===== src/hdl/ipaf_pkg.sv =====
// Shared types and constants for the IPv4 address pair allowlist filter.
`default_nettype none

package ipaf_pkg;

  // Allowlist table size and the index width that follows from it.
  localparam int TABLE_ENTRIES = 64;
  localparam int IDX_W = (TABLE_ENTRIES > 1) ? $clog2(TABLE_ENTRIES) : 1;

  // Request queue between the byte front end and the table back end.
  // The depth must be a power of two so the pointers wrap on their own.
  localparam int QUEUE_DEPTH = 4;
  localparam int QPTR_W = $clog2(QUEUE_DEPTH);
  localparam int QCNT_W = QPTR_W + 1;

  // Protocol values.
  localparam logic [15:0] ETHERTYPE_IPV4 = 16'h0800;

  // Byte positions within the frame.
  localparam logic [5:0] POS_TYPE_HI   = 6'd12;
  localparam logic [5:0] POS_TYPE_LO   = 6'd13;
  localparam logic [5:0] POS_SRC_FIRST = 6'd26;
  localparam logic [5:0] POS_SRC_LAST  = 6'd29;
  localparam logic [5:0] POS_DST_FIRST = 6'd30;
  localparam logic [5:0] POS_DST_LAST  = 6'd33;
  localparam logic [5:0] ETH_HEADER_LEN = 6'd14;
  localparam logic [5:0] IPV4_MIN_FRAME = 6'd34;

  // Input operation codes.
  localparam logic OP_BYTE  = 1'b0;
  localparam logic OP_WRITE = 1'b1;

  // Reason codes on the result.
  localparam logic [1:0] REASON_NOT_IPV4    = 2'd0;
  localparam logic [1:0] REASON_ALLOWED     = 2'd1;
  localparam logic [1:0] REASON_NOT_IN_TABLE = 2'd2;
  localparam logic [1:0] REASON_TOO_SHORT   = 2'd3;

  // Verdict codes.
  localparam logic VERDICT_PASS = 1'b0;
  localparam logic VERDICT_DROP = 1'b1;

  // Statistic counter indexes.
  localparam int CNT_FRAMES   = 0;
  localparam int CNT_PASSED   = 1;
  localparam int CNT_NO_MATCH = 2;
  localparam int CNT_SHORT    = 3;
  localparam int STAT_COUNT   = 4;

  // One queued request: either a table write or a finished frame.
  // For a frame, reason holds the early classification; NOT_IN_TABLE
  // marks a frame that still needs the table lookup.
  typedef struct packed {
    logic        is_write;
    logic [5:0]  slot;
    logic        entry_valid;
    logic [1:0]  reason;
    logic [63:0] pair;
  } req_t;

endpackage

`default_nettype wire


===== src/hdl/ipaf_queue.sv =====
// Short request queue between the front end and the back end.
`default_nettype none

module ipaf_queue
  import ipaf_pkg::*;
(
  input  wire logic clk,
  input  wire logic rst,
  input  wire logic push,
  input  wire req_t push_req,
  output logic      full,
  input  wire logic pop,
  output logic      head_valid,
  output req_t      head_req
);

  req_t              slots [QUEUE_DEPTH];
  logic [QPTR_W-1:0] wr_ptr;
  logic [QPTR_W-1:0] rd_ptr;
  logic [QCNT_W-1:0] count;
  logic              do_pop;

  assign full       = (count == QCNT_W'(QUEUE_DEPTH));
  assign head_valid = (count != '0);
  assign head_req   = slots[rd_ptr];
  assign do_pop     = pop && head_valid;

  // Entry storage.
  always_ff @(posedge clk) begin
    if (push) begin
      slots[wr_ptr] <= push_req;
    end
  end

  // Pointers and fill count; pointers wrap at the power-of-two depth.
  always_ff @(posedge clk) begin
    if (rst) begin
      wr_ptr <= '0;
      rd_ptr <= '0;
      count  <= '0;
    end else begin
      if (push) begin
        wr_ptr <= wr_ptr + QPTR_W'(1);
      end
      if (do_pop) begin
        rd_ptr <= rd_ptr + QPTR_W'(1);
      end
      if (push && !do_pop) begin
        count <= count + QCNT_W'(1);
      end else if (do_pop && !push) begin
        count <= count - QCNT_W'(1);
      end
    end
  end

endmodule

`default_nettype wire


===== config.mk =====
export PLATFORM = sky130hd
export DESIGN_NAME = ipaf_queue
export DESIGN_NICKNAME = d
export VERILOG_FILES = /design/src/hdl/ipaf_pkg.sv /design/src/hdl/ipaf_queue.sv
export SDC_FILE = /design/constraint.sdc
export NUM_CORES = 1
export LEC_CHECK = 0
export BUFFER_PORTS_ARGS = -buffer_cell sky130_fd_sc_hd__buf_2
export CAP_MARGIN = 10
export CORE_MARGIN = 8
export CORE_UTILIZATION = 50
export DETAILED_ROUTE_END_ITERATION = 12
export GPL_ROUTABILITY_DRIVEN = 1
export PLACE_DENSITY_LB_ADDON = 0.1
export SYNTH_ARGS = -nofsm -noshare
export SYNTH_HDL_FRONTEND = slang
export SYNTH_SLANG_ARGS = --single-unit
export TNS_END_PERCENT = 20

===== constraint.sdc =====
create_clock -name clk -period 6.4 [get_ports clk]
set_input_delay 0.96 -clock clk [delete_from_list [all_inputs] [get_ports clk]]
set_output_delay 0.96 -clock clk [all_outputs]
set_load 0.02 [all_outputs]

==> impl_metrics.py, run 1 <==
metrics = {
    "yosys": {
        "yosysWarnings": 0,
        "syn_inst": 430,
        "synth.area.top_cells": "edfxtp_1, mux4_2, dfxtp_1, buf_6, ha_1",
        "synth.distinct_cells": 21,
        "syn_nets": 514,
        "synth.most_common_cell": "edfxtp_1",
        "synth-seq-cells": 305,
        "yosys.area.top_type_share_pct": 79.9,
        "ys_seq_area_share_pct": 81.6,
        "syn_area_um2": 11100,
        "ys.flop_type": "edfxtp_1",
        "yosys-top-cells-count": "edfxtp_1, mux4_2, dfxtp_1",
        "avgSynthCellArea_um2": 25.9,
        "synth-edff-count": 296,
        "yosysTopAreaCell": "edfxtp_1",
        "async_flop_share_pct": 0,
    },
    "place": {
        "port_buffers": 153,
        "hpwlAfterDp_um": 12400,
        "place.gp.congestion": 0.678,
    },
    "routing": {
        "detail_route.wl_per_cell_um": 22.9,
        "dr.pass1.iters": 4,
        "drc": 0,
        "drt-initial-drc-count": 299,
        "vias": 5005,
        "via_per_inst": 5.51,
        "wl_um": 20800,
        "ant_nets": 0,
    },
    "clock_tree": {
        "clock_sinks": 305,
        "cts-buffers-inserted": 31,
        "path_clk_slew_ns": 0.06,
        "post-cts-setup-buffers": 0,
        "clockBufferDepth": 3,
        "cts_tree": "built",
        "holdBufCountCts": 0,
        "post_cts_resized": 0,
        "clock_latency_ns": 0.54,
        "cts-root-buf": "clkbuf_16",
        "ctsHtreeMaxLevel": 1,
    },
    "sta": {
        "setup_tns_ns": 0,
        "slew_headroom_pct": 21.6,
        "timing.final.crit_share_pct": 61.0,
        "max_freq_mhz": 256,
        "rsz0062_at_grt": "no",
        "hold_viol": 0,
        "skew_ns": 0.0183,
        "worst_pin_slew_ns": 1.18,
        "slew_viol_final": 0,
        "setup_viol": 0,
        "fin_crit_ns": 3.90,
    },
    "pwr": {
        "p_int_mw": 3.98,
        "powerDensity_nw_per_um2": 406,
        "swShare_pct": 26.2,
        "finalPower_mw": 5.39,
        "pwr-share-clk_pct": 34.6,
        "vdd_drop_max_v": 0.000264,
        "sequentialPowerShare_pct": 45.7,
        "p_switching_mw": 1.41,
        "comb_power_share_pct": 19.6,
        "p_leak_nw": 4.48,
    },
    "die": {
        "die_h_um": 165,
        "row_count": 54,
        "core_area_um2": 21800,
        "ios": 154,
        "floorplan.initialDensity_pct": 51.0,
        "die_x_um": 165,
        "dieArea_um2": 27300,
    },
    "global_routing": {
        "grt_pass1_wl_um": 31500,
        "globalRouteTotalUtil_pct": 15.3,
        "first_global_vias": 5571,
        "grt_overflow": 0,
        "grt_start_max_net_pins": 75,
        "antenna_found_initial": 3,
    },
    "cells_and_area": {
        "syn_to_final_growth_pct": 19.2,
        "num_antenna_cells": 0,
        "drive_gt1_share_pct": 46.0,
        "fin_nets": 688,
    },
    "setup_path": {
        "critPathKind": "flop to output pin",
        "start_kind": "flop",
        "required_ns": 5.44,
        "r2r_setup_slack_ns": 4.23,
        "critPathArrivalTime_ns": 2.94,
        "cp_max_fo": 48,
        "cp-end-kind": "output pin",
    },
    "status": {
        "status": "completed",
    },
    "run": {
        "maxCapViolations": 0,
    },
    "hold_path": {
        "min_path_type": "flop to flop",
    },
}
## cells by family after synthesis
logic type | Yosys count | share of synthesized area, %
and+or+nand+nor | 14 | 0.641
adders and majority gates | 6 | 0.743
xor gates and xnor gates | 5 | 0.394
AOI/OAI and AO/OA | 4 | 0.236
muxes | 76 | 15.2
DFF | 305 | 81.6
buffers and inverters | 20 | 1.26
## flip-flops by register name, indices dropped and copies added, names as in the netlist, named ones only
register,count
count,3
rd_ptr,2
slots,296
wr_ptr,2
## final cells by class
type | instances | area, µm²
Timing Repair Buffer | 158 | 803
Multi-Input combinational cell | 105 | 1920
Fill cell | 1559 | 8570
Tap cell | 280 | 350
Clock inverter | 15 | 206
Sequential cell | 305 | 9080
Inverter | 3 | 11.3
Clock buffer | 42 | 887
## metrics by stage
step	cell area (µm²)	util, %	hold slack, ns	instances	setup slack [ns]
after floorplan	11100	-	0.484	430	3.27
after global placement	12200	55.7	0.503	851	2.92
after detailed placement	12200	55.7	0.522	851	2.90
after CTS	13300	60.7	0.539	908	2.31
after global routing	13300	60.7	0.570	908	2.17
final	13300	60.7	0.537	908	2.50
## routing by layer
layer	up-vias	wire (µm)	track usage (%)
met5	-	34	0
met2	144	10500	26.3
li1	2192	-	-
met3	35	1420	3.94
met1	2628	8500	19.2
met4	6	342	3.64
## worst max-delay path: stages, from the launching register on
cell and delay (ns):
dfxtp_4 1.00, buf_4 0.61, mux4_2 0.58, buf_2 0.18
## power groups by stage
| stage | clock (mW) | sequential (mW) | combinational (mW) |
|---|---|---|---|
| 2_1_floorplan | 0 | 2.37 | 0.888 |
| 3_3_place_gp | 0 | 2.51 | 1.06 |
| 3_5_place_dp | 0 | 2.52 | 1.08 |
| 4_1_cts | 1.91 | 2.48 | 1.08 |
| 5_1_grt | 1.99 | 2.49 | 1.13 |
| 6_report | 1.86 | 2.46 | 1.06 |
## worst paths after layout
kind         cells after the start               endpoint                    from
min reg2reg                      2                   flop  rd_ptr[0]$_SDFFE_PP0P_
max                              3           head_req[46]                    flop
max reg2reg                      7  count[2]$_SDFFE_PP0P_   count[0]$_SDFFE_PP0P_
min                              2                   flop  rd_ptr[0]$_SDFFE_PP0P_
## cells in the final DEF, fill, tap and decap left out
| cell | netlist | final |
|---|---|---|
| nor2_1 | 7 | 7 |
| clkbuf_1 | 2 | 4 |
| edfxtp_1 | 296 | 296 |
| clkinv_1 | 0 | 2 |
| inv_1 | 3 | 3 |
| xnor2_1 | 1 | 1 |
| clkinv_4 | 0 | 1 |
| dfxtp_1 | 9 | 7 |
| or3_1 | 2 | 2 |
| a21oi_1 | 1 | 1 |
| buf_2 | 7 | 153 |
| and2_4 | 0 | 4 |
| clkinv_2 | 0 | 5 |
| bufinv_16 | 0 | 5 |
| clkbuf_8 | 0 | 7 |
| o311ai_0 | 1 | 1 |
| clkbuf_16 | 0 | 31 |
| fa_1 | 1 | 1 |
| clkinvlp_4 | 0 | 2 |
| nor3b_1 | 1 | 1 |
| o21ai_0 | 1 | 1 |
| ha_1 | 5 | 5 |
| dfxtp_4 | 0 | 2 |
| xor2_1 | 4 | 4 |
| mux4_2 | 74 | 74 |
| o31ai_1 | 1 | 1 |
| buf_4 | 1 | 5 |
| mux2i_1 | 2 | 2 |
Power figures use the tool's default switching activity.
==> run 2: changes to the inputs <==
==> constraint.sdc (replaced) <==
create_clock -name clk -period 4.05 [get_ports clk]
set_input_delay 0.6075 -clock clk [delete_from_list [all_inputs] [get_ports clk]]
set_output_delay 0.6075 -clock clk [all_outputs]
set_load 0.02 [all_outputs]
==> impl_metrics.py, run 2 (same netlist as run 1, synthesis figures left out) <==
metrics = {
    "setup_path": {
        "required_ns": 3.44,
        "cp_max_fo": 26,
        "slowest_stage": "dfxtp_4",
        "cp-end-kind": "output pin",
        "path_cells": "buf_4 -> mux4_2 -> buf_2",
        "crit_family": "flip-flops",
        "critPathKind": "flop to output pin",
        "start_kind": "flop",
        "critPathArrivalTime_ns": 2.34,
        "path_buf_inv": 2,
        "r2r_setup_slack_ns": 1.86,
        "critPathMaxStageDelay_ns": 0.68,
    },
    "routing": {
        "dr.pass1.iters": 6,
        "drc": 0,
        "drt-initial-drc-count": 300,
        "ant_nets": 0,
        "vias": 4996,
        "detail_route.wl_per_cell_um": 22.5,
        "via_per_inst": 5.45,
        "wl_um": 20600,
    },
    "cells_and_area": {
        "layout_commonest_cell": "edfxtp_1",
        "utilization_pct": 60.3,
        "fin_nets": 694,
        "drive_gt1_share_pct": 45.0,
        "largest_register": "slots",
        "syn_to_final_growth_pct": 18.4,
        "final_cell_mix": "edfxtp_1, buf_2, mux4_2, clkbuf_16, buf_4",
        "reg.largest.list": "slots x296, count x3",
        "largest_reg_flops": 296,
    },
    "clock_tree": {
        "ctsHtreeMaxLevel": 1,
        "path_clk_slew_ns": 0.06,
        "clockBufferDepth": 3,
        "post_cts_resized": 0,
        "clock_sinks": 305,
        "cts_tree": "built",
        "holdBufCountCts": 0,
        "cts-buffers-inserted": 31,
        "clock_latency_ns": 0.54,
        "post-cts-setup-buffers": 0,
        "cts-root-buf": "clkbuf_16",
    },
    "die": {
        "floorplan.initialDensity_pct": 51.0,
        "ios": 154,
        "die_x_um": 165,
        "die_h_um": 165,
        "core_area_um2": 21800,
        "row_count": 54,
        "dieArea_um2": 27300,
    },
    "global_routing": {
        "grt_overflow": 0,
        "globalRouteTotalUtil_pct": 15.3,
        "first_global_vias": 5588,
        "antenna_found_initial": 5,
        "grt_pass1_wl_um": 31600,
        "grt_start_max_net_pins": 75,
    },
    "hold_path": {
        "min_path_type": "input pin to flop",
    },
    "place": {
        "hpwlAfterDp_um": 12400,
        "place.gp.congestion": 0.703,
        "port_buffers": 153,
        "place_ws_ns": 1.60,
    },
    "sta": {
        "max_freq_mhz": 339,
        "slew_viol_final": 0,
        "skew_ns": 0.0165,
        "setup_tns_ns": 0,
        "setup_viol": 0,
        "whs_ns": 0.275,
        "rsz0062_at_grt": "no",
        "finalWorstSetupSlack_ns": 1.10,
        "hold_viol": 0,
        "timing.final.crit_share_pct": 72.8,
        "fin_crit_ns": 2.95,
        "slew_headroom_pct": 25.1,
        "worst_pin_slew_ns": 1.12,
    },
    "pwr": {
        "vdd_drop_max_v": 0.000379,
        "powerDensity_nw_per_um2": 620,
        "p_leak_nw": 4.43,
    },
    "status": {
        "status": "completed",
    },
    "run": {
        "maxCapViolations": 0,
    },
}
run 2: cell types whose count changed in the layout (fill, tap and decap cells not counted), sizes merged:
cell / previous run / this run
buf: 158 / 164
bufinv: 5 / 1
diode: 0 / 4
clkinv: 8 / 11
clkinvlp: 2 / 1
inv: 3 / 4
run 2: final cells by class:
class                           instances  area (µm²)
Fill cell                            1556        8660
Clock inverter                         14        93.8
Multi-Input combinational cell        105        1920
Timing Repair Buffer                  164         861
Clock buffer                           42         837
Sequential cell                       305        9080
Inverter                                3        11.3
Tap cell                              280         350
Antenna cell                            4        10.0
run 2: path summary, 6_finish.rpt:
kind | startpoint | cells after the start | endpoint
worst min-delay path | push_req[48] | 1 | slots[2][48]$_DFFE_PP_
worst max register to register | count[0]$_SDFFE_PP0P_ | 7 | count[2]$_SDFFE_PP0P_
worst min register to register | rd_ptr[1]$_SDFFE_PP0P_ | 2 | rd_ptr[1]$_SDFFE_PP0P_
worst max-delay path | flop | 3 | head_req[72]
run 2: worst register-to-register path, stage by stage, from the launching register on:
cell and delay [ns]:
dfxtp_1 0.37, o31ai_1 0.42, ha_1 0.27, inv_1 0.06, fa_1 0.38, xor2_1 0.19
or3_1 0.31, a21oi_1 0.14
run 2: routing by layer:
metal	routed length, µm	GRT usage, %
met1	8110	18.7
met2	10700	26.7
met3	1470	4.14
met4	325	3.89
met5	34	0
run 2: report_power, final:
part	internal, mW	total [mW]	switching, mW	leakage [nW]
registers	3.64	3.82	0.180	2.79
clock network	1.50	2.57	1.07	0.455
logic	0.819	1.77	0.947	1.18
total	5.96	8.16	2.20	4.43
run 2: metrics by stage:
step | area (µm²) | cells | power (mW)
floorplan | 11100 | 430 | 5.16
global placement | 12200 | 857 | 5.69
detailed placement | 12200 | 857 | 5.71
CTS | 13200 | 913 | 8.30
global route | 13200 | 915 | 8.52
finish | 13200 | 917 | 8.16
