$ cat src/hdl/ipaf_pkg.sv
// Shared types and constants for the IPv4 address pair allowlist filter.
`default_nettype none

package ipaf_pkg;

  // Allowlist table size and the index width that follows from it.
  localparam int TABLE_ENTRIES = 64;
  localparam int IDX_W = (TABLE_ENTRIES > 1) ? $clog2(TABLE_ENTRIES) : 1;

  // Request queue between the byte front end and the table back end.
  // The depth must be a power of two so the pointers wrap on their own.
  localparam int QUEUE_DEPTH = 4;
  localparam int QPTR_W = $clog2(QUEUE_DEPTH);
  localparam int QCNT_W = QPTR_W + 1;

  // Protocol values.
  localparam logic [15:0] ETHERTYPE_IPV4 = 16'h0800;

  // Byte positions within the frame.
  localparam logic [5:0] POS_TYPE_HI   = 6'd12;
  localparam logic [5:0] POS_TYPE_LO   = 6'd13;
  localparam logic [5:0] POS_SRC_FIRST = 6'd26;
  localparam logic [5:0] POS_SRC_LAST  = 6'd29;
  localparam logic [5:0] POS_DST_FIRST = 6'd30;
  localparam logic [5:0] POS_DST_LAST  = 6'd33;
  localparam logic [5:0] ETH_HEADER_LEN = 6'd14;
  localparam logic [5:0] IPV4_MIN_FRAME = 6'd34;

  // Input operation codes.
  localparam logic OP_BYTE  = 1'b0;
  localparam logic OP_WRITE = 1'b1;

  // Reason codes on the result.
  localparam logic [1:0] REASON_NOT_IPV4    = 2'd0;
  localparam logic [1:0] REASON_ALLOWED     = 2'd1;
  localparam logic [1:0] REASON_NOT_IN_TABLE = 2'd2;
  localparam logic [1:0] REASON_TOO_SHORT   = 2'd3;

  // Verdict codes.
  localparam logic VERDICT_PASS = 1'b0;
  localparam logic VERDICT_DROP = 1'b1;

  // Statistic counter indexes.
  localparam int CNT_FRAMES   = 0;
  localparam int CNT_PASSED   = 1;
  localparam int CNT_NO_MATCH = 2;
  localparam int CNT_SHORT    = 3;
  localparam int STAT_COUNT   = 4;

  // One queued request: either a table write or a finished frame.
  // For a frame, reason holds the early classification; NOT_IN_TABLE
  // marks a frame that still needs the table lookup.
  typedef struct packed {
    logic        is_write;
    logic [5:0]  slot;
    logic        entry_valid;
    logic [1:0]  reason;
    logic [63:0] pair;
  } req_t;

endpackage

`default_nettype wire

$ cat src/hdl/ipaf_front.sv
// Front end: captures header fields from the byte stream and queues requests.
`default_nettype none

module ipaf_front
  import ipaf_pkg::*;
(
  input  wire logic        clk,
  input  wire logic        rst,
  input  wire logic        item_valid,
  output logic             item_ready,
  input  wire logic        op,
  input  wire logic [7:0]  packet_byte,
  input  wire logic        last_byte,
  input  wire logic [5:0]  entry_slot,
  input  wire logic [31:0] entry_source,
  input  wire logic [31:0] entry_dest,
  input  wire logic        entry_valid,
  input  wire logic        queue_full,
  output logic             push,
  output req_t             push_req
);

  logic [5:0]  byte_position;
  logic [15:0] ether_type;
  logic [31:0] source_address;
  logic [31:0] dest_address;

  logic [5:0]  byte_position_next;
  logic [15:0] ether_type_next;
  logic [31:0] source_address_next;
  logic [31:0] dest_address_next;
  logic        accept;
  logic        frame_end;

  assign item_ready = !queue_full;
  assign accept     = item_valid && item_ready;
  assign frame_end  = accept && (op == OP_BYTE) && last_byte;
  assign push       = accept && ((op == OP_WRITE) || last_byte);

  // Header capture for the current byte.
  always_comb begin
    ether_type_next     = ether_type;
    source_address_next = source_address;
    dest_address_next   = dest_address;
    if (byte_position == POS_TYPE_HI || byte_position == POS_TYPE_LO) begin
      ether_type_next = {ether_type[7:0], packet_byte};
    end else if (byte_position inside {[POS_SRC_FIRST:POS_SRC_LAST]}) begin
      source_address_next = {source_address[23:0], packet_byte};
    end else if (byte_position inside {[POS_DST_FIRST:POS_DST_LAST]}) begin
      dest_address_next = {dest_address[23:0], packet_byte};
    end
    if (byte_position < IPV4_MIN_FRAME) begin
      byte_position_next = byte_position + 6'd1;
    end else begin
      byte_position_next = byte_position;
    end
  end

  // Request built from this item: a table write or a classified frame.
  always_comb begin
    push_req.is_write    = (op == OP_WRITE);
    push_req.slot        = entry_slot;
    push_req.entry_valid = entry_valid;
    if (op == OP_WRITE) begin
      push_req.pair = {entry_source, entry_dest};
    end else begin
      push_req.pair = {source_address_next, dest_address_next};
    end
    if (byte_position_next < ETH_HEADER_LEN) begin
      push_req.reason = REASON_TOO_SHORT;
    end else if (ether_type_next != ETHERTYPE_IPV4) begin
      push_req.reason = REASON_NOT_IPV4;
    end else if (byte_position_next < IPV4_MIN_FRAME) begin
      push_req.reason = REASON_TOO_SHORT;
    end else begin
      push_req.reason = REASON_NOT_IN_TABLE;
    end
  end

  // Frame state: advances on each packet byte, clears after the last one.
  always_ff @(posedge clk) begin
    if (rst || frame_end) begin
      byte_position  <= '0;
      ether_type     <= '0;
      source_address <= '0;
      dest_address   <= '0;
    end else if (accept && op == OP_BYTE) begin
      byte_position  <= byte_position_next;
      ether_type     <= ether_type_next;
      source_address <= source_address_next;
      dest_address   <= dest_address_next;
    end
  end

endmodule

`default_nettype wire

$ cat config.mk
export PLATFORM = sky130hd
export DESIGN_NAME = ipaf_front
export DESIGN_NICKNAME = d
export VERILOG_FILES = /design/src/hdl/ipaf_pkg.sv /design/src/hdl/ipaf_front.sv
export SDC_FILE = /design/constraint.sdc
export NUM_CORES = 1
export LEC_CHECK = 0
export BUFFER_PORTS_ARGS = -buffer_cell sky130_fd_sc_hd__buf_4
export CAP_MARGIN = 20
export CORE_MARGIN = 2
export CORE_UTILIZATION = 47
export DETAILED_ROUTE_END_ITERATION = 7
export GPL_ROUTABILITY_DRIVEN = 0
export PLACE_DENSITY = 0.78
export SYNTH_ARGS = -nofsm -noshare
export SYNTH_HDL_FRONTEND = slang
export SYNTH_SLANG_ARGS = --single-unit
$ cat constraint.sdc
create_clock -name clk -period 2.65 [get_ports clk]
set_clock_uncertainty 0.1 [all_clocks]
set_input_delay 0.3975 -clock clk [delete_from_list [all_inputs] [get_ports clk]]
set_output_delay 0.3975 -clock clk [all_outputs]
set_load 0.05 [all_outputs]
==> metrics.cfg, run 1 <==
[cells_and_area]
area_growth_pct=65.74
antenna_cells=0
final_common_cell=nand2_1
final_cell_mix=nand2_1, buf_4, dfxtp_1, o21ai_4, nor2_1
fillers=589
drive_gt1_frac=0.4472
fin_nets=861

[global_routing]
first_global_vias=5234
grt.total_usage=0.3129
grt_pass1_wl_um=27680
grt_max_degree=82
gr-usage-met1=0.3611
met3_usage=0.05350
grtUsageMet2=0.5380
grt-busiest-layer=met2
overflow=0
antenna_found_initial=0

[setup_path]
cp_max_fo=8
path_class=register to output pin
cp_slowest_stage_delay_ns=0.44
cp.arrival_ns=2.52
worst-path-buf-inv=4
critPathRequiredTime_ns=2.15
r2r_start=byte_position[0]
cp_top_family=buffers and inverters
start_kind=register
rr_worst_depth=10
crit_top_cell=buf_6
regToRegSetupSlack_ns=0.08
cp_slowest_cell=a2111oi_4
endpoint_kind=output pin
worstReg2RegEnd=source_address[17]
crit_chain=inv_6, ha_4, nor3_4, a2111oi_4, buf_6, buf_16, mux2i_4, o21ai_4, buf_6

[floorplanning]
fp.dieW_um=107.1
core_area_mm2=0.01032
ios=161
dieArea_mm2=0.01148
start_util=0.4843
fp.dieH_um=107.1
rows=37

[route]
wl_per_cell_um=19.92
num_vias=5253
via_per_inst=5.760
drc_errors=0
drtIter0Drc=421
wl_um=18160
dr.pass1.iters=6
antenna_left=0

[clocking]
worstSkewPairLatency_ns=0.39
cts_hold_buf=0
htreeDepth=3
numCtsBuffers=9
cts_tree=built
cts.sinks=86
cts.path.max_buffers=2
clk_pin_slew_ns=0.11
cts_root_buf=clkbuf_8

[power_and_ir_drop]
finalPower_w=0.003079
swShare=0.3357
power.density_mw_per_mm2=371.5
power.leakage_nw=2.963
power_frac_comb=0.251
seqPwrFrac=0.422
p_int_w=0.002045
peakVddDrop_uv=342.7
p_sw_w=0.001033
clockPowerShare=0.326

[timing]
hold_viol=0
fin_ws_ns=-0.3649
min_period_ns=3.015
max-slew-margin-rel=0.6111
setup_viol=64
finalCritPeriodShare=1.138
finalMaxSlewViolations=0
whs_ns=0.2394
worst_pin_slew_ns=0.5833
rsz0062_at_grt=yes
fmax_mhz=331.7

[yosys]
ys_warn_count=0
synth_top_flop_cell=dfxtp_1
synthesis.nets=725
synthMuxAreaShare=0.2262
synth_seq_cells=86
syn_area_per_cell_um2=7.874
synth_top_family_by_area=multiplexers
syn_area_mm2=0.005000
synth.distinct_cells=41
synth_edf_count=0
synthCells=635
yosys.area_share.simple=0.2152
synth_compound_area_frac=0.1259
synth_xor_xnor_area_share=0.008759
yosysSeqAreaShare=0.3443
async_flop_share=0
yosys.area_share.adder=0.01251

[worst_hold_path]
hp-class=input pin to register
min_from=packet_byte[6]
holdPathEnd=source_address[6]
whs_path_depth=3

[run_status]
violations=negative setup slack
status=finished with violations

[job]
max_cap_violations=0

[placed_design]
dp_hpwl_um=10400
io_buffers=146
place_ws_ns=-0.05451

## sequential cells by signal, indices dropped and copies added (netlist names)
signal          count
dest_address       32
source_address     32
byte_position       6
ether_type         16
## Yosys cell counts, types with 3 or more instances
cell / n / area (µm²)
a21oi_1: 34 / 170.2
and2_1: 33 / 206.5
buf_2: 10 / 50.05
buf_4: 11 / 82.58
buf_8: 3 / 45.04
clkbuf_1: 34 / 127.6
dfxtp_1: 86 / 1722
ha_1: 5 / 62.56
inv_1: 3 / 11.26
mux2i_1: 113 / 1131
nand2_1: 133 / 499.2
nand4_1: 4 / 25.02
nor2_1: 59 / 221.5
nor3_1: 3 / 15.01
o21ai_0: 67 / 335.3
xor2_1: 4 / 35.03
## final cells by class
| type | instances | area (µm²) | area share |
|---|---|---|---|
| multi-input combinational | 485 | 4344 | 0.5242 |
| tap | 136 | 170.2 | 0.02053 |
| clock buffer | 9 | 123.9 | 0.01495 |
| sequential | 86 | 1732 | 0.2090 |
| timing repair buffer | 186 | 1818 | 0.2194 |
| inverter | 3 | 18.77 | 0.002265 |
| clock inverter | 7 | 80.08 | 0.009663 |
## through the flow
| step | utilization | cells | TNS, ns | area, µm² |
|---|---|---|---|---|
| global route | 0.8027 | 912 | -22.72 | 8287 |
| global placement | 0.6747 | 884 | 0 | 6965 |
| finish | 0.8027 | 912 | -20.17 | 8287 |
| detailed placement | 0.6747 | 884 | -0.1720 | 6965 |
| floorplan | - | 635 | -0.6379 | 5722 |
| CTS | 0.7965 | 913 | -15.10 | 8223 |
## power by group through the flow
| stage | Combinational (W) | Sequential (W) | Clock [W] |
|---|---|---|---|
| after detailed placement | 0.000677 | 0.00133 | 0 |
| after global routing | 0.000805 | 0.00130 | 0.00105 |
| after global placement | 0.000668 | 0.00133 | 0 |
| final | 0.000774 | 0.00130 | 0.00100 |
| after floorplan | 0.000473 | 0.00133 | 0 |
| after CTS | 0.000749 | 0.00130 | 0.000968 |
## kinds of logic after synthesis
kind of cell	count (synthesis)
XOR/XNOR	5
adder cells (fa/ha/maj)	5
AND/OR/NAND/NOR	247
AO/OA/AOI/OAI	115
buffers and inverters	64
multiplexers	113
flip-flops	86
## worst reg2reg max path: cells and delay by family, from the launching register on
| family | cells | cell delay, ns |
|---|---|---|
| buf+inv | 4 | 0.70 |
| compound gates | 2 | 0.69 |
| simple gates | 3 | 0.43 |
| flops | 1 | 0.38 |
| fa+ha+maj | 1 | 0.17 |
## metal layers
layer | vias up | share of wire
met2 | 289 | 0.50
met1 | 2470 | 0.37
li1 | 2413 | -
met5 | - | 0
met3 | 81 | 0.075
met4 | 0 | 0.052
## worst max-delay path by stage
stage,slack (ns),endpoint,startpoint,depth (start not counted)
final,-0.36,push_req[36],byte_position[0],9
after global routing,-0.39,push_req[28],byte_position[0],9
after CTS,-0.29,push_req[26],byte_position[2],8
after detailed placement,-0.05,push_req[46],byte_position[1],9
after global placement,0.002,push_req[44],byte_position[0],9
after floorplan,-0.04,push_req[13],byte_position[4],8
## repair_timing
action | in CTS | in global routing
setup buffers | 10 | 1
endpoints found under the setup margin | 66 | 67
gates cloned | 3 | 0
gates resized for setup | 183 | 22
pin swaps | 30 | 10
No activity file was read; power rests on OpenSTA's default activity.
==> inputs of run 2 (changes only) <==
- BUFFER_PORTS_ARGS: -buffer_cell sky130_fd_sc_hd__buf_4 -> default
- CORE_UTILIZATION: 47 -> 53
- DONT_BUFFER_PORTS: default -> 1
- PLACE_DENSITY: 0.78 -> 0.71
==> run 2 against run 1 <==
Against the previous run: the flow still finishes with violations (negative setup slack); design area increased by 0.15%; critical path depth increased by 1; core utilization increased by 10 points; sequential power about the same; count of clock-buffer cells in the layout increased by 2; global-route usage increased by 4.0 points; wire length increased by 21%; die area decreased by 11%; first-iteration DRC count increased by 36%; sequential cell count unchanged; non-clock buffer count decreased by 84.
==> metrics.cfg, run 2 (synthesized netlist as in run 1, its figures left out) <==
[clocking]
cts_tree=built
htreeDepth=3
clk_pin_slew_ns=0.09
numCtsBuffers=9
worstSkewPairLatency_ns=0.37
cts_root_buf=clkbuf_8
cts.path.max_buffers=2
cts.sinks=86

[route]
drtIter0Drc=572
wl_um=22000
num_vias=5492
dr.pass1.iters=7
drc_errors=0
antenna_left=0
wl_per_cell_um=27.44
via_per_inst=6.848

[global_routing]
first_global_vias=5144
grt.total_usage=0.3534
grt_max_degree=132
overflow=0
grt_pass1_wl_um=27730
antenna_found_initial=0

[setup_path]
critPathRequiredTime_ns=2.15
endpoint_kind=output pin
start_kind=register
cp_max_fo=8
path_class=register to output pin
cp.arrival_ns=2.69

[cells_and_area]
drive_gt1_frac=0.3951
fin_util=0.9024
fin_nets=777
antenna_cells=0
final_common_cell=nand2_1
area_growth_pct=65.99
reg_top3=dest_address: 32 flops, source_address: 32 flops, ether_type: 16 flops
fillers=331
final_cell_mix=nand2_1, dfxtp_1, o21ai_4, mux2i_4, nor2_1

[timing]
max-slew-margin-rel=0.6365
hold_viol=0
fmax_mhz=314.0
finalCritPeriodShare=1.202
finalMaxSlewViolations=0
setup_tns_ns=-29.01
fin_ws_ns=-0.5345
min_period_ns=3.185
setup_viol=92
rsz0062_at_grt=yes
worst_pin_slew_ns=0.5452

[floorplanning]
start_util=0.5437
dieArea_mm2=0.01023
fp.dieH_um=101.1
fp.dieW_um=101.1
rows=35
core_area_mm2=0.009196
ios=161

[run_status]
violations=negative setup slack
status=finished with violations

[power_and_ir_drop]
peakVddDrop_uv=298.2
power.leakage_nw=2.698
power.density_mw_per_mm2=377.7

[worst_hold_path]
hp-class=input pin to register

[placed_design]
dp_hpwl_um=9226
io_buffers=0

[job]
max_cap_violations=0

-- run 2: what timing repair did --
| action | 4_1_cts | 5_1_grt |
|---|---|---|
| hold buffers | 0 | 0 |
| resized for setup | 145 | 40 |
| pin swaps | 17 | 12 |
| buffers inserted | 14 | 7 |
| endpoints found under the setup margin | 66 | 72 |
| gates cloned | 7 | 1 |
-- run 2: path summary, 6_finish.rpt --
path,from,endpoint,slack [ns],depth (start not counted)
setup reg to reg,byte_position[1],source_address[4],-0.12,11
hold / removal,packet_byte[5],source_address[5],0.06,2
hold reg to reg,ether_type[13],ether_type[13],0.39,2
setup / recovery,byte_position[1],push_req[6],-0.53,10
-- run 2: routing by layer --
metal / part of all wire / global-route usage / vias to the layer above
li1: - / - / 2254
met1: 0.33 / 0.3860 / 2580
met2: 0.50 / 0.6240 / 486
met3: 0.090 / 0.06796 / 172
met4: 0.088 / 0.2277 / 0
met5: 0 / 0 / -
-- run 2: cell type report --
| type | instances | area, µm² | area share |
|---|---|---|---|
| Inverter | 3 | 16.27 | 0.001960 |
| Multi-Input combinational cell | 485 | 4509 | 0.5433 |
| Sequential cell | 86 | 1734 | 0.2090 |
| Timing Repair Buffer | 102 | 1664 | 0.2005 |
| Clock inverter | 4 | 95.09 | 0.01146 |
| Clock buffer | 11 | 141.4 | 0.01704 |
| Tap cell | 111 | 138.9 | 0.01673 |
-- run 2: report_power, final --
group	internal [W]	leakage (nW)	switching [W]	total, W
sequential	0.00129	0.696	0.00000747	0.00130
clock	0.000647	0.119	0.000503	0.00115
combinational	0.000282	1.88	0.000402	0.000683
-- run 2: critical path, cell delays in order, from the launching register on --
cell       delay [ns]
dfxtp_4          0.39
buf_6            0.12
ha_4             0.15
nor3_4           0.05
a2111oi_4        0.45
buf_4            0.20
a21o_4           0.19
clkbuf_16        0.23
mux2i_4          0.29
o21ai_4          0.08
buf_12           0.15
-- run 2: metrics by stage --
| step | cell area, µm² | std cells | total power [W] | hold slack, ns | setup slack, ns |
|---|---|---|---|---|---|
| 3_5_place_dp | 6710 | 760 | 0.001923 | 0.3500 | -0.05978 |
| 6_report | 8299 | 802 | 0.003134 | 0.06166 | -0.5345 |
| 5_1_grt | 8299 | 802 | 0.003180 | 0.07488 | -0.5800 |
| 2_1_floorplan | 5722 | 635 | 0.001800 | 0.3357 | -0.03530 |
| 3_3_place_gp | 6710 | 760 | 0.001916 | 0.3413 | 0.04659 |
| 4_1_cts | 7995 | 796 | 0.003039 | 0.05680 | -0.2809 |
